--- src/afmo_pkg.sv ---
// Shared types and constants of the arming/failsafe motor output block.
package afmo_pkg;

	typedef struct packed {
		logic [9:0] throttle;
		logic [9:0] yaw_stick;
		logic [9:0] pitch_stick;
		logic [9:0] roll_stick;
		logic [9:0] servo_stick;
		logic       link_ok;
		logic       kill_switch;
	} in_item_t;

	typedef struct packed {
		logic [11:0] motor_front_right;
		logic [11:0] motor_rear_right;
		logic [11:0] motor_rear_left;
		logic [11:0] motor_front_left;
		logic [11:0] trim_servo_down;
		logic [11:0] trim_servo_up;
		logic [11:0] direct_servo_up;
		logic [11:0] direct_servo_down;
		logic        link_led;
		logic [1:0]  mode;
	} out_item_t;

	typedef enum logic [1:0] {
		MODE_NORMAL = 2'd0,
		MODE_LINK   = 2'd1,
		MODE_KILL   = 2'd2
	} mode_t;

	typedef enum logic [1:0] {
		ARM_IDLE   = 2'd0,
		ARM_PRIMED = 2'd1,
		ARM_ARMED  = 2'd2
	} arm_step_t;

	// Configuration register indexes
	localparam logic [1:0] CFG_LOST_LIMIT = 2'd0;
	localparam logic [1:0] CFG_PULSE_MIN  = 2'd1;
	localparam logic [1:0] CFG_PULSE_MAX  = 2'd2;
	localparam logic [1:0] CFG_THR_CAP    = 2'd3;

	localparam logic [6:0]  LOST_LIMIT_RST = 7'd8;
	localparam logic [10:0] PULSE_MIN_RST  = 11'd1070;
	localparam logic [11:0] PULSE_MAX_RST  = 12'd2000;
	localparam logic [9:0]  THR_CAP_RST    = 10'd800;

	localparam logic [9:0]  STICK_LOW    = 10'd40;
	localparam logic [9:0]  YAW_ARM      = 10'd450;
	localparam logic [9:0]  YAW_DISARM   = 10'd950;
	localparam logic [9:0]  STICK_HIGH   = 10'd950;
	localparam logic [9:0]  STICK_BOTTOM = 10'd100;
	localparam logic [11:0] PULSE_IDLE   = 12'd1000;
	localparam logic [6:0]  LOST_SAT     = 7'd127;

	localparam logic signed [14:0] THRUST_MAX = 15'sd16383;
	localparam logic signed [14:0] THRUST_MIN = -15'sd16384;
	localparam logic signed [12:0] SERVO_TRIM_MAX = 13'sd2000;
	localparam logic signed [12:0] SERVO_TRIM_MIN = -13'sd500;
	localparam logic signed [12:0] SERVO_STEP = 13'sd2;

	// Reciprocal of ten, exact for 16-bit dividends with a shift of 19
	localparam logic [15:0] RECIP_TEN = 16'd52429;

	localparam logic [11:0] DIRECT_UP_BASE   = 12'd350;
	localparam logic [11:0] DIRECT_DOWN_BASE = 12'd2500;
	localparam logic signed [13:0] TRIM_DOWN_BASE = 14'sd2500;
	localparam logic signed [13:0] TRIM_UP_BASE   = 14'sd500;
	localparam logic signed [13:0] FRONT_BASE     = 14'sd1000;

endpackage

--- src/arming_failsafe_motor_output_core.sv ---
// Top level of the arming/failsafe motor output block.
//
// One radio frame comes in per transaction on the in_valid/in_ready channel and
// one result (eight pulse widths, link LED bit and mode code) leaves per
// transaction on the out_valid/out_ready channel, in frame order.
// A frame is captured into the input stage register, evaluated against the
// arming, lost-frame and lockout state, and written to the result register
// once that register is free or being taken; out_valid rises when the result
// register is loaded. One frame per cycle is sustained while the receiver
// keeps taking results: the only loop is the per-frame state update, a few
// compares and small adds.
// When the receiver stalls, the result register holds; one more frame can
// still be taken into the input stage, after which in_ready drops until the
// result is taken.
// Configuration registers are written through cfg_wr_en/cfg_index/cfg_data
// and should only change while no frame is in flight.
// Reset (arst_n low) restores register defaults, disarms, clears the trims,
// the lost-frame counter and both lockouts, and empties both stages.
module arming_failsafe_motor_output_core (
	input  logic                clk,
	input  logic                arst_n,
	input  logic                cfg_wr_en,
	input  logic [1:0]          cfg_index,
	input  logic [11:0]         cfg_data,
	input  logic                in_valid,
	output logic                in_ready,
	input  afmo_pkg::in_item_t  in_data,
	output logic                out_valid,
	input  logic                out_ready,
	output afmo_pkg::out_item_t out_data
);
	import afmo_pkg::*;

	// Configuration registers
	logic [6:0]  lost_limit_q;
	logic [10:0] pulse_min_q;
	logic [11:0] pulse_max_q;
	logic [9:0]  thr_cap_q;

	// Per-frame state
	arm_step_t          arm_step_q, arm_step_d;
	logic [6:0]         lost_frames_q, lost_frames_d;
	logic               link_lock_q, link_lock_d;
	logic               kill_lock_q, kill_lock_d;
	logic signed [14:0] thrust_trim_q, thrust_trim_d;
	logic signed [11:0] servo_trim_q, servo_trim_d;

	// Pipeline
	logic      in_valid_s1;
	in_item_t  in_data_s1;
	logic      res_valid_s2;
	out_item_t res_data_s2;
	out_item_t res_d;
	logic      advance;

	// Frame evaluation intermediates
	logic               thr_low;
	logic               srv_low;
	logic               idle_out;
	logic               clear_run;
	logic               proceed;
	logic [6:0]         lost_inc;
	mode_t              mode_d;
	arm_step_t          arm_n;
	logic signed [14:0] trim_t;
	logic signed [11:0] trim_s;
	logic signed [12:0] servo_sum;
	logic               trim_neg;
	logic [15:0]        trim_mag;
	logic [31:0]        quot_prod;
	logic [10:0]        quot;
	logic signed [13:0] front_raw;
	logic signed [13:0] rear_raw;
	logic [9:0]         thr_capped;
	logic [11:0]        front_pw;
	logic [11:0]        rear_pw;

	// Clamp to the pulse window; the upper bound wins when the window is empty
	function automatic logic [11:0] clamp_pulse(
		input logic signed [13:0] p,
		input logic [10:0]        lo,
		input logic [11:0]        hi
	);
		logic signed [13:0] r;
		begin
			r = p;
			if (r < $signed({3'b000, lo})) begin
				r = $signed({3'b000, lo});
			end
			if (r > $signed({2'b00, hi})) begin
				r = $signed({2'b00, hi});
			end
			clamp_pulse = r[11:0];
		end
	endfunction

	// Handshake: advance the input stage when the result register is free
	assign advance   = in_valid_s1 && (!res_valid_s2 || out_ready);
	assign in_ready  = !in_valid_s1 || advance;
	assign out_valid = res_valid_s2;
	assign out_data  = res_data_s2;

	// Configuration writes
	always_ff @(posedge clk or negedge arst_n) begin
		if (!arst_n) begin
			lost_limit_q <= LOST_LIMIT_RST;
			pulse_min_q  <= PULSE_MIN_RST;
			pulse_max_q  <= PULSE_MAX_RST;
			thr_cap_q    <= THR_CAP_RST;
		end else if (cfg_wr_en) begin
			unique case (cfg_index)
				CFG_LOST_LIMIT: lost_limit_q <= cfg_data[6:0];
				CFG_PULSE_MIN:  pulse_min_q  <= cfg_data[10:0];
				CFG_PULSE_MAX:  pulse_max_q  <= cfg_data;
				CFG_THR_CAP:    thr_cap_q    <= cfg_data[9:0];
				default: ;
			endcase
		end
	end

	// Lockout handling, arming sequence and trim ramps for the frame in stage 1
	always_comb begin
		thr_low = in_data_s1.throttle < STICK_LOW;
		srv_low = in_data_s1.servo_stick < STICK_LOW;

		lost_frames_d = lost_frames_q;
		link_lock_d   = link_lock_q;
		kill_lock_d   = kill_lock_q;
		idle_out      = 1'b0;
		clear_run     = 1'b0;
		proceed       = 1'b1;
		mode_d        = MODE_NORMAL;
		lost_inc      = (lost_frames_q == LOST_SAT) ? LOST_SAT : lost_frames_q + 7'd1;

		if (kill_lock_q) begin
			if (thr_low && srv_low && !in_data_s1.kill_switch) begin
				// Release kill lockout and run the frame normally
				kill_lock_d = 1'b0;
				clear_run   = 1'b1;
			end else begin
				idle_out = 1'b1;
				mode_d   = MODE_KILL;
			end
		end else begin
			if (link_lock_q) begin
				if (thr_low && srv_low && in_data_s1.link_ok) begin
					link_lock_d   = 1'b0;
					clear_run     = 1'b1;
					lost_frames_d = '0;
				end else begin
					idle_out = 1'b1;
					mode_d   = MODE_LINK;
					proceed  = 1'b0;
				end
			end else if (!in_data_s1.link_ok) begin
				lost_frames_d = lost_inc;
				if (lost_inc > lost_limit_q) begin
					link_lock_d = 1'b1;
					idle_out    = 1'b1;
					mode_d      = MODE_LINK;
					proceed     = 1'b0;
				end
			end else begin
				lost_frames_d = '0;
			end
			if (proceed && in_data_s1.kill_switch) begin
				kill_lock_d = 1'b1;
				idle_out    = 1'b1;
				mode_d      = MODE_KILL;
			end
		end

		// Arming stages are tested in order on the same frame
		arm_n  = clear_run ? ARM_IDLE : arm_step_q;
		trim_t = clear_run ? '0 : thrust_trim_q;
		trim_s = clear_run ? '0 : servo_trim_q;
		if (arm_n == ARM_IDLE && thr_low && in_data_s1.yaw_stick < STICK_LOW) begin
			arm_n = ARM_PRIMED;
		end
		if (arm_n == ARM_PRIMED && thr_low && in_data_s1.yaw_stick > YAW_ARM) begin
			arm_n  = ARM_ARMED;
			trim_t = '0;
			trim_s = '0;
		end
		if (arm_n == ARM_ARMED && thr_low && in_data_s1.yaw_stick > YAW_DISARM) begin
			arm_n = ARM_IDLE;
		end

		if (arm_n == ARM_ARMED) begin
			if (in_data_s1.pitch_stick > STICK_HIGH && trim_t != THRUST_MAX) begin
				trim_t = trim_t + 15'sd1;
			end
			if (in_data_s1.pitch_stick < STICK_BOTTOM && trim_t != THRUST_MIN) begin
				trim_t = trim_t - 15'sd1;
			end
			if (in_data_s1.roll_stick > STICK_HIGH) begin
				servo_sum = 13'(trim_s) + SERVO_STEP;
				trim_s    = (servo_sum > SERVO_TRIM_MAX) ? 12'(SERVO_TRIM_MAX)
				                                         : servo_sum[11:0];
			end
			if (in_data_s1.roll_stick < STICK_BOTTOM) begin
				servo_sum = 13'(trim_s) - SERVO_STEP;
				trim_s    = (servo_sum < SERVO_TRIM_MIN) ? 12'(SERVO_TRIM_MIN)
				                                         : servo_sum[11:0];
			end
		end else begin
			trim_t = '0;
		end
		servo_sum = 13'(trim_s);

		// Front pulse: floor(trim / 10) through a reciprocal multiply on the magnitude
		trim_neg  = trim_t[14];
		trim_mag  = trim_neg ? (~16'({trim_t[14], trim_t}) + 16'd10)
		                     : {1'b0, trim_t};
		quot_prod = trim_mag * RECIP_TEN;
		quot      = quot_prod[29:19];
		front_raw = trim_neg ? (FRONT_BASE - $signed({3'b000, quot}))
		                     : (FRONT_BASE + $signed({3'b000, quot}));

		// Rear pulse follows the capped throttle
		thr_capped = (in_data_s1.throttle > thr_cap_q) ? thr_cap_q : in_data_s1.throttle;
		rear_raw   = FRONT_BASE + $signed({4'b0000, thr_capped});

		if (arm_n == ARM_ARMED) begin
			front_pw = clamp_pulse(front_raw, pulse_min_q, pulse_max_q);
			rear_pw  = clamp_pulse(rear_raw, pulse_min_q, pulse_max_q);
		end else begin
			front_pw = PULSE_IDLE;
			rear_pw  = PULSE_IDLE;
		end

		// Hold run state during a lockout frame; a link release that enters
		// kill lockout still drops it
		if (idle_out) begin
			arm_step_d    = clear_run ? ARM_IDLE : arm_step_q;
			thrust_trim_d = clear_run ? '0 : thrust_trim_q;
			servo_trim_d  = clear_run ? '0 : servo_trim_q;
		end else begin
			arm_step_d    = arm_n;
			thrust_trim_d = trim_t;
			servo_trim_d  = trim_s;
		end

		res_d.link_led = in_data_s1.link_ok;
		res_d.mode     = mode_d;
		if (idle_out) begin
			res_d.motor_front_right = PULSE_IDLE;
			res_d.motor_rear_right  = PULSE_IDLE;
			res_d.motor_rear_left   = PULSE_IDLE;
			res_d.motor_front_left  = PULSE_IDLE;
			res_d.trim_servo_down   = PULSE_IDLE;
			res_d.trim_servo_up     = PULSE_IDLE;
			res_d.direct_servo_up   = PULSE_IDLE;
			res_d.direct_servo_down = PULSE_IDLE;
		end else begin
			res_d.motor_front_right = front_pw;
			res_d.motor_rear_right  = rear_pw;
			res_d.motor_rear_left   = rear_pw;
			res_d.motor_front_left  = front_pw;
			res_d.trim_servo_down   = 12'(TRIM_DOWN_BASE - 14'(servo_sum));
			res_d.trim_servo_up     = 12'(TRIM_UP_BASE + 14'(servo_sum));
			res_d.direct_servo_up   = DIRECT_UP_BASE
			                          + 12'({in_data_s1.servo_stick, 1'b0});
			res_d.direct_servo_down = DIRECT_DOWN_BASE
			                          - 12'({in_data_s1.servo_stick, 1'b0});
		end
	end

	// Frame state advances once per evaluated frame
	always_ff @(posedge clk or negedge arst_n) begin
		if (!arst_n) begin
			arm_step_q    <= ARM_IDLE;
			lost_frames_q <= '0;
			link_lock_q   <= 1'b0;
			kill_lock_q   <= 1'b0;
			thrust_trim_q <= '0;
			servo_trim_q  <= '0;
		end else if (advance) begin
			arm_step_q    <= arm_step_d;
			lost_frames_q <= lost_frames_d;
			link_lock_q   <= link_lock_d;
			kill_lock_q   <= kill_lock_d;
			thrust_trim_q <= thrust_trim_d;
			servo_trim_q  <= servo_trim_d;
		end
	end

	// Stage valid flags
	always_ff @(posedge clk or negedge arst_n) begin
		if (!arst_n) begin
			in_valid_s1  <= 1'b0;
			res_valid_s2 <= 1'b0;
		end else begin
			if (in_ready) begin
				in_valid_s1 <= in_valid;
			end
			if (advance) begin
				res_valid_s2 <= 1'b1;
			end else if (out_ready) begin
				res_valid_s2 <= 1'b0;
			end
		end
	end

	// Payload registers
	always_ff @(posedge clk) begin
		if (in_valid && in_ready) begin
			in_data_s1 <= in_data;
		end
		if (advance) begin
			res_data_s2 <= res_d;
		end
	end

endmodule

--- config.mk ---
export PLATFORM = sky130hd
export DESIGN_NAME = arming_failsafe_motor_output_core
export DESIGN_NICKNAME = d
export VERILOG_FILES = /design/src/afmo_pkg.sv /design/src/arming_failsafe_motor_output_core.sv
export SDC_FILE = /design/constraint.sdc
export NUM_CORES = 1
export LEC_CHECK = 0
export BUFFER_PORTS_ARGS = -buffer_cell sky130_fd_sc_hd__buf_2
export CORE_UTILIZATION = 50
export DETAILED_ROUTE_END_ITERATION = 10
export PLACE_DENSITY_LB_ADDON = 0.2
export SLEW_MARGIN = 20
export SYNTH_ARGS = -nofsm -noshare
export SYNTH_HDL_FRONTEND = slang
export SYNTH_SLANG_ARGS = --single-unit
--- constraint.sdc ---
create_clock -name clk -period 47.9 [get_ports clk]
set_input_delay 7.185 -clock clk [delete_from_list [all_inputs] [get_ports clk]]
set_output_delay 7.185 -clock clk [all_outputs]
set_load 0.05 [all_outputs]
Yosys cells after proc, flatten, opt, wreduce, memory -nomap -nowiden
Index checks and enable logic that the tools add are counted.
{"block": "word_totals", "register_bits": 207, "inputBits": 71, "out_inout_bits": 101}
{"block": "classes", "addsub": 13, "n_mul": 1, "magnitude_cmp": 17, "eq_ne": 10, "muxes": 60, "bitwise": 3, "reduce_logical": 29}
{"cell": "12-bit two-way mux", "n": 11}
{"cell": "15-bit two-way mux", "n": 7}
{"cell": "14-bit two-way mux", "n": 4}
{"cell": "10-bit > comparator, second input constant", "n": 3}
{"cell": "10-bit by 6-bit less-than comparator with 1-bit output, second input constant", "n": 3}
{"cell": "16-bit by 16-bit multiplier with 30-bit output, second input constant", "n": 1}
{"cell": "15-bit != test, second input constant", "n": 2}
{"cell": "14-bit by 13-bit > comparator with 1-bit output", "n": 2}
{"cell": "7-bit two-way mux", "n": 4}
{"cell": "1-bit two-way mux", "n": 22}
{"cell": "10-bit by 7-bit less-than comparator with 1-bit output, second input constant", "n": 2}
{"cell": "2-bit two-way mux", "n": 9}
{"cell": "16-bit by 4-bit adder with 16-bit output, second input constant", "n": 1}
{"cell": "16-bit two-way mux", "n": 1}
{"cell": "16-bit inverter", "n": 1}
{"cell": "15-bit by 2-bit adder with 15-bit output, second input constant", "n": 1}
{"cell": "15-bit by 2-bit subtractor with 15-bit output, second input constant", "n": 1}
{"cell": "1-bit logical AND", "n": 14}
{"cell": "14-bit by 12-bit less-than comparator with 1-bit output", "n": 1}
{"cell": "12-bit by 3-bit adder with 13-bit output, second input constant", "n": 1}
{"cell": "13-bit by 12-bit > comparator with 1-bit output, second input constant", "n": 1}
{"cell": "13-bit by 10-bit less-than comparator with 1-bit output, second input constant", "n": 1}
{"cell": "12-bit by 3-bit subtractor with 13-bit output, second input constant", "n": 1}
{"cell": "10-bit by 11-bit adder with 12-bit output, first input constant", "n": 1}
{"cell": "25 further kinds", "n": 38}

Depth between registers and ports, before layout
Gate-level depths: netlist of the first run.
{"block": "depth", "depth_word": 36, "depth_mapped": 84}

Worst setup path after synthesis of the first run
OpenSTA, ideal clock, no wires.
{"block": "synth_timing", "path_kind": "register -> register", "startpoint": "register in_data_s1[48] (netlist name)", "endpoint": "register res_data_s2 (netlist bit out_data[57]) (data pin)", "setup_time_ns": 0.273, "arrival_ns": 16.513, "required_time_ns": 47.627, "slack_ns": 31.114, "path_stages_with_launch": 80, "n_path_buf": 6, "period_less_slack_ns": 16.786, "cell_sequence": "edfxtp_1 > nor4_2 > nand2_2 > or4_1 > clkbuf_1 > clkbuf_1 > and3_1 > ha_1 > nand2b_1 > nor3_1 > a2111oi_2 > nor4bb_1 > o21ai_1 > o2bb2ai_1 > nor3_1 > nor4b_2 > nand3_1 > a31oi_1 > [... 44 more ...] > a21oi_1 > ha_1 > nor2b_1 > o21a_1 > o21a_1 > o21a_1 > o21a_1 > o21a_1 > o21a_1 > o21a_1 > o21a_1 > o21ai_0 > nand2b_1 > a21oi_1 > nor3_1 > clkbuf_1 > nor4b_1 > a211oi_1"}
{"block": "synth_between", "elab_chain_len": 34, "elab_cells_between_ends": 56, "classes_between": "add/sub (5); mul (1); order compare (3); eq/ne (5); mux (26); bitwise (2); reduce/logical (14)"}
{"element": "start, declared", "line_no": "arming_failsafe_motor_output_core.sv:50", "rtl": "in_item_t in_data_s1;"}
{"element": "start signal, assigned", "line_no": "arming_failsafe_motor_output_core.sv:308", "rtl": "in_data_s1 <= in_data;"}
{"element": "10-bit by 6-bit less-than comparator with 1-bit output *", "line_no": "arming_failsafe_motor_output_core.sv:123", "rtl": "thr_low = in_data_s1.throttle < STICK_LOW;"}
{"element": "parallel branches: the longest is 33 deep, another holds 2-bit two-way mux"}
{"element": "end signal, assigned", "line_no": "arming_failsafe_motor_output_core.sv:311", "rtl": "res_data_s2 <= res_d;"}
{"element": "end, declared", "line_no": "arming_failsafe_motor_output_core.sv:52", "rtl": "out_item_t res_data_s2;"}
Every way passes the cells marked *. The select of a mux whose other input is x is not followed.
A chain may end at the register's enable or synchronous reset.

Final worst setup path of the first run
{"block": "layout_timing", "startpoint": "register in_data_s1[48] (netlist name)", "endpoint": "register res_data_s2 (netlist bit out_data[59]) (data pin)"}
Same word-level chain as after synthesis.

==> results of run 1 <==
[registers in the layout, indices dropped and copies added (netlist names), 2 cells and up]
name           count
arm_step_q         2
in_data_s1        52
lost_frames_q      7
lost_limit_q       7
out_data          71
pulse_max_q       12
pulse_min_q       11
servo_trim_q      12
thr_cap_q         10
thrust_trim_q     15
[worst max path at each step]
stage	startpoint	endpoint	slack [ns]	cells after the start
finish	in_data_s1[48]	out_data[59]	28.37	75
global route	in_data_s1[48]	out_data[59]	26.94	75
CTS	in_data_s1[48]	out_data[59]	28.46	75
detailed placement	in_data_s1[48]	out_data[59]	28.54	75
global placement	in_data_s1[48]	out_data[59]	29.26	75
floorplan	in_data_s1[48]	out_data[57]	31.11	79
[layout make-up]
type                       instances  area, um2
fill                            3274      16070
tap                              468      585.6
clock inverter                    13      111.4
timing repair buffer             183      953.4
inverter                         244      915.9
clock buffer                      31      679.4
sequential                       203       5714
multi-input combinational       1453      11660
[routing by layer]
layer  routed length [um]  part of all wire
met2                22340              0.45
met4                 1233             0.025
met1                22950              0.46
met5                    0                 0
met3                 3079             0.062
[report_power, final]
group,leakage (nW),total [mW],switching (mW),internal (mW)
combinational,6.96,0.162,0.101,0.0612
sequential,2.09,0.217,0.0122,0.205
clock,0.383,0.183,0.0765,0.106
total,9.43,0.562,0.190,0.372
[metrics by stage]
step           total power [mW]  cells
2_1_floorplan            0.3380   1994
3_3_place_gp             0.3770   2551
3_5_place_dp             0.3805   2551
4_1_cts                  0.5643   2595
5_1_grt                  0.5927   2595
6_report                 0.5615   2595
[critical path: cells and delay by family (launching register included)]
family          cells  cell delay, ns
compound gates     31            6.83
simple gates       21            5.91
fa+ha+maj          12            4.89
buf+inv             9            0.80
flops               1            0.44
xor+xnor            2            0.39
[cell families (layout without fill, tap and decap cells)]
family / count (synthesis) / count (layout) / share of synthesized area
compound gates: 438 / 438 / 0.1647
xor+xnor: 95 / 95 / 0.04484
fa+ha+maj: 275 / 275 / 0.2150
buf+inv: 338 / 471 / 0.07445
flops: 203 / 203 / 0.3052
mux: 67 / 67 / 0.03876
other cells: 2 / 9 / 0.0004011
simple gates: 569 / 569 / 0.1566
[cells in the final DEF (no fill, tap or decap), types with 65 or more instances in the layout]
cell type / synthesis / layout
inv_1: 243 / 242
ha_1: 197 / 197
buf_2: 4 / 168
nand2_1: 160 / 160
edfxtp_1: 123 / 123
nor2_1: 114 / 114
a21oi_1: 91 / 91
o21ai_0: 86 / 86
fa_1: 78 / 78
dfrtp_1: 65 / 65
==> flow_summary.ini, run 1 <==
[critical_path]
timing.critical_path.mode_cell = o21a_1
r2r_start = in_data_s1[48]
crit_required_ns = 48.21
cp_max_fo = 27
rr_worst_depth = 75
r2r_setup_slack_ns = 28.37
rr_endpoint = out_data[59]
critPathKind = reg -> reg
arrival_ns = 19.84
end_kind = flip-flop
crit_slowest_cell = nor4_1
start_kind = flip-flop
max_stage_delay_ns = 0.83

[clock_network]
clock-sinks = 203
cts-buffers-inserted = 24
path_clk_slew_ns = 0.06
clk_latency_ns = 0.55
cts_root_buf = clkbuf_16
post_cts_resized = 0
hold_buffers = 0
clockBufferDepth = 3
cts_tree = built
htreeDepth = 1
post_cts_buffers = 0

[yosys]
synth_top_cell_by_area = edfxtp_1
synth_top_area_share = 0.1973
synthFlopType = edfxtp_1
synthArstFlopShare = 0.3941
synthCells = 1987
synth-seq-cells = 203
yosys_warnings = 0
ys_seq_area_frac = 0.3052
syn-cell-area_mm2 = 0.01872
synth-edff-count = 123
yosys.cell_types.count = 102
synthTopCellsByArea = edfxtp_1 (20%), ha_1 (13%), dfrtp_1 (8.7%)
syn_area_per_cell_um2 = 9.423
synth_most_common_cell = inv_1
synth_commonest_cells = inv_1 (243), ha_1 (197), nand2_1 (160)

[floorplanning]
io_pins = 172
die_w_um = 195.5
start_util = 0.5102
fp-row-count = 70
dieHeight_um = 195.5
dieArea_mm2 = 0.03822
core-area_mm2 = 0.03670

[timing]
final_max_slew_viol_count = 0
setup_violations = 0
max_freq_mhz = 51.21
fin_crit_sh = 0.4077
rsz0062_at_grt = false
setup_slack_ns = 28.37
hold_viol_final = 0
finalCriticalPeriod_ns = 19.53
clock_skew_ns = 0.01490
worst_pin_slew_ns = 1.050
whs_ns = 0.4958
tns_ns = 0
relSlewSlack = 0.2938

[place]
portBuffers = 169
place_ws_ns = 28.54
postPlaceCellArea_mm2 = 0.01983
dp_hpwl_um = 39550
place_congestion = 0.9497

[grt]
grt_most_used_layer = met2
grt_antenna_before_repair = 0
grt.met2_usage = 0.4183
overflow = 0
grt_max_degree = 72
grt_pass1_wl_um = 79360
grt_pass1_vias = 14484
grt_use_total = 0.2616
grt_use_met3 = 0.03212
met1_usage = 0.3749

[layout]
utilization = 0.5620
synthToLayoutAreaGrowth_pct = 10.16
drive_gt1_frac = 0.1570
n_antenna_cell = 0
design_area_mm2 = 0.02062
nNetsFinal = 2455

[drt]
wl_per_cell_um = 19.11
ant_nets = 0
drtIter0Drc = 1296
vias = 15187
drc_errors = 0
wl_um = 49600
dr.pass1.iters = 7
vias_per_cell = 5.852

[worst_hold_path]
hold_path_depth = 1
hold_class = reg -> reg
hold_end = out_valid
min_from = in_valid_s1

[power]
power_density_mw_per_mm2 = 27.23
leakagePower_nw = 9.430
vdd_drop_max_mv = 0.02787

[flow_run]
maxCapViolCount = 0

[status]
status = finished clean
No activity file was read; power rests on OpenSTA's default activity.
==> inputs of run 2 (changes only) <==
Clock period 47.9 ns to 19.8 ns, I/O delays scaled along.
==> run 2 against run 1 <==
Net effect: cell count is 0.12% higher; wire length grew 1.2%; sequential power grew 140%; power grew 140%; count of clock-buffer cells in the layout down 6; largest power group unchanged; highest routed layer unchanged.
==> flow_summary.ini, run 2 (synthesis results as in run 1) <==
[timing]
worst_pin_slew_ns = 0.9975
fin_crit_sh = 0.9463
setup_violations = 0
final_max_slew_viol_count = 0
finalCriticalPeriod_ns = 18.74
relSlewSlack = 0.3178
max_freq_mhz = 53.37
hold_viol_final = 0
clock_skew_ns = 0.01237
setup_slack_ns = 1.063

[clock_network]
hold_buffers = 0
htreeDepth = 1
clk_latency_ns = 0.54
cts_tree = built
path_clk_slew_ns = 0.06
cts_root_buf = clkbuf_16
clockBufferDepth = 3
cts-buffers-inserted = 24
clock-sinks = 203

[critical_path]
arrival_ns = 19.03
r2r_setup_slack_ns = 1.06
start_kind = flip-flop
rr_worst_depth = 75
r2r_start = in_data_s1[48]
critPathKind = reg -> reg
rr_endpoint = out_data[59]
crit_slowest_cell = or4_1
end_kind = flip-flop
cp_max_fo = 22
timing.critical_path.mode_cell = o21a_1
crit_required_ns = 20.09
max_stage_delay_ns = 0.81

[drt]
wl_per_cell_um = 19.32
drc_errors = 0
ant_nets = 0
vias = 15250
dr.pass1.iters = 6
drtIter0Drc = 1186
wl_um = 50190
vias_per_cell = 5.870

[grt]
grt_use_total = 0.2612
grt_max_degree = 72
grt_pass1_vias = 14662
grt_antenna_before_repair = 0
overflow = 0
grt_pass1_wl_um = 79450

[worst_hold_path]
hold_class = reg -> reg
hold_end = out_valid
min_from = in_valid_s1
hold_path_depth = 1

[floorplanning]
fp-row-count = 70
core-area_mm2 = 0.03670
dieArea_mm2 = 0.03822
die_w_um = 195.5
start_util = 0.5102
dieHeight_um = 195.5
io_pins = 172

[power]
vdd_drop_max_mv = 0.06612
power_density_mw_per_mm2 = 65.40
leakagePower_nw = 9.430

[layout]
nNetsFinal = 2458
synthToLayoutAreaGrowth_pct = 10.31
utilization = 0.5628
most-common-layout-cells = inv_1 (242), ha_1 (196), buf_2 (168), nand2_1 (160), edfxtp_1 (123)
mostFrequentLayoutCell = inv_1
drive_gt1_frac = 0.1587
fill_cells = 3196
multiInputGateArea_mm2 = 0.01170
largest_reg_flops = 71
seq_area_mm2 = 0.005714
n_antenna_cell = 0

[place]
dp_hpwl_um = 39670
place_ws_ns = 0.5531
portBuffers = 169
place_congestion = 0.9607

[flow_run]
maxCapViolCount = 0

[status]
status = finished clean
-- run 2: worst max path at each step --
stage / end / slack (ns) / cells after the start / from
finish: out_data[59] / 1.06 / 75 / in_data_s1[48]
global route: out_data[59] / -0.02 / 75 / in_data_s1[48]
CTS: out_data[59] / 0.45 / 75 / in_data_s1[48]
detailed placement: out_data[59] / 0.55 / 75 / in_data_s1[48]
global placement: out_data[59] / 1.15 / 75 / in_data_s1[48]
floorplan: out_data[57] / 3.01 / 79 / in_data_s1[48]
-- run 2: power breakdown --
part	switching [mW]	internal (mW)	leakage (nW)
combinational	0.248	0.150	6.98
clock	0.180	0.248	0.367
sequential	0.0298	0.495	2.09
total	0.457	0.893	9.43
-- run 2: layer usage --
metal	vias up	routed length [um]	GRT usage	share of wire
met2	480	23050	0.4202	0.46
met3	67	2781	0.02919	0.055
met4	0	986	0.06037	0.020
met1	7394	23370	0.3764	0.47
li1	7309	-	-	-
met5	-	0	0	0
-- run 2: repair_timing --
item / in CTS / in global routing
endpoints found under the hold margin: 0 / 0
setup buffers: 0 / 1
resized for setup: 0 / 4
setup endpoints to repair: 0 / 12
-- run 2: final cells by class --
class	count	share of cell area
inverter	244	0.04434
clock inverter	19	0.007633
clock buffer	25	0.02926
multi-input combinational	1453	0.5665
tap	468	0.02835
timing repair buffer	186	0.04725
sequential	203	0.2767
-- run 2: critical path, delay by kind of cell (launching register included) --
kind | cells | cell delay (ns)
buf+inv | 9 | 0.82
simple gates | 21 | 5.62
xor+xnor | 2 | 0.40
fa+ha+maj | 12 | 4.58
compound gates | 31 | 6.62
flops | 1 | 0.44
-- run 2: through the flow --
| stage | std cells | TNS (ns) | hold WS [ns] | area, um2 | total power [mW] |
|---|---|---|---|---|---|
| after floorplan | 1994 | 0 | 0.4569 | 18750 | 0.8178 |
| after global placement | 2553 | 0 | 0.4701 | 19850 | 0.9121 |
| after detailed placement | 2553 | 0 | 0.4751 | 19850 | 0.9227 |
| after CTS | 2597 | 0 | 0.4892 | 20610 | 1.357 |
| after global routing | 2598 | -0.02155 | 0.5083 | 20650 | 1.425 |
| final | 2598 | 0 | 0.4869 | 20650 | 1.351 |
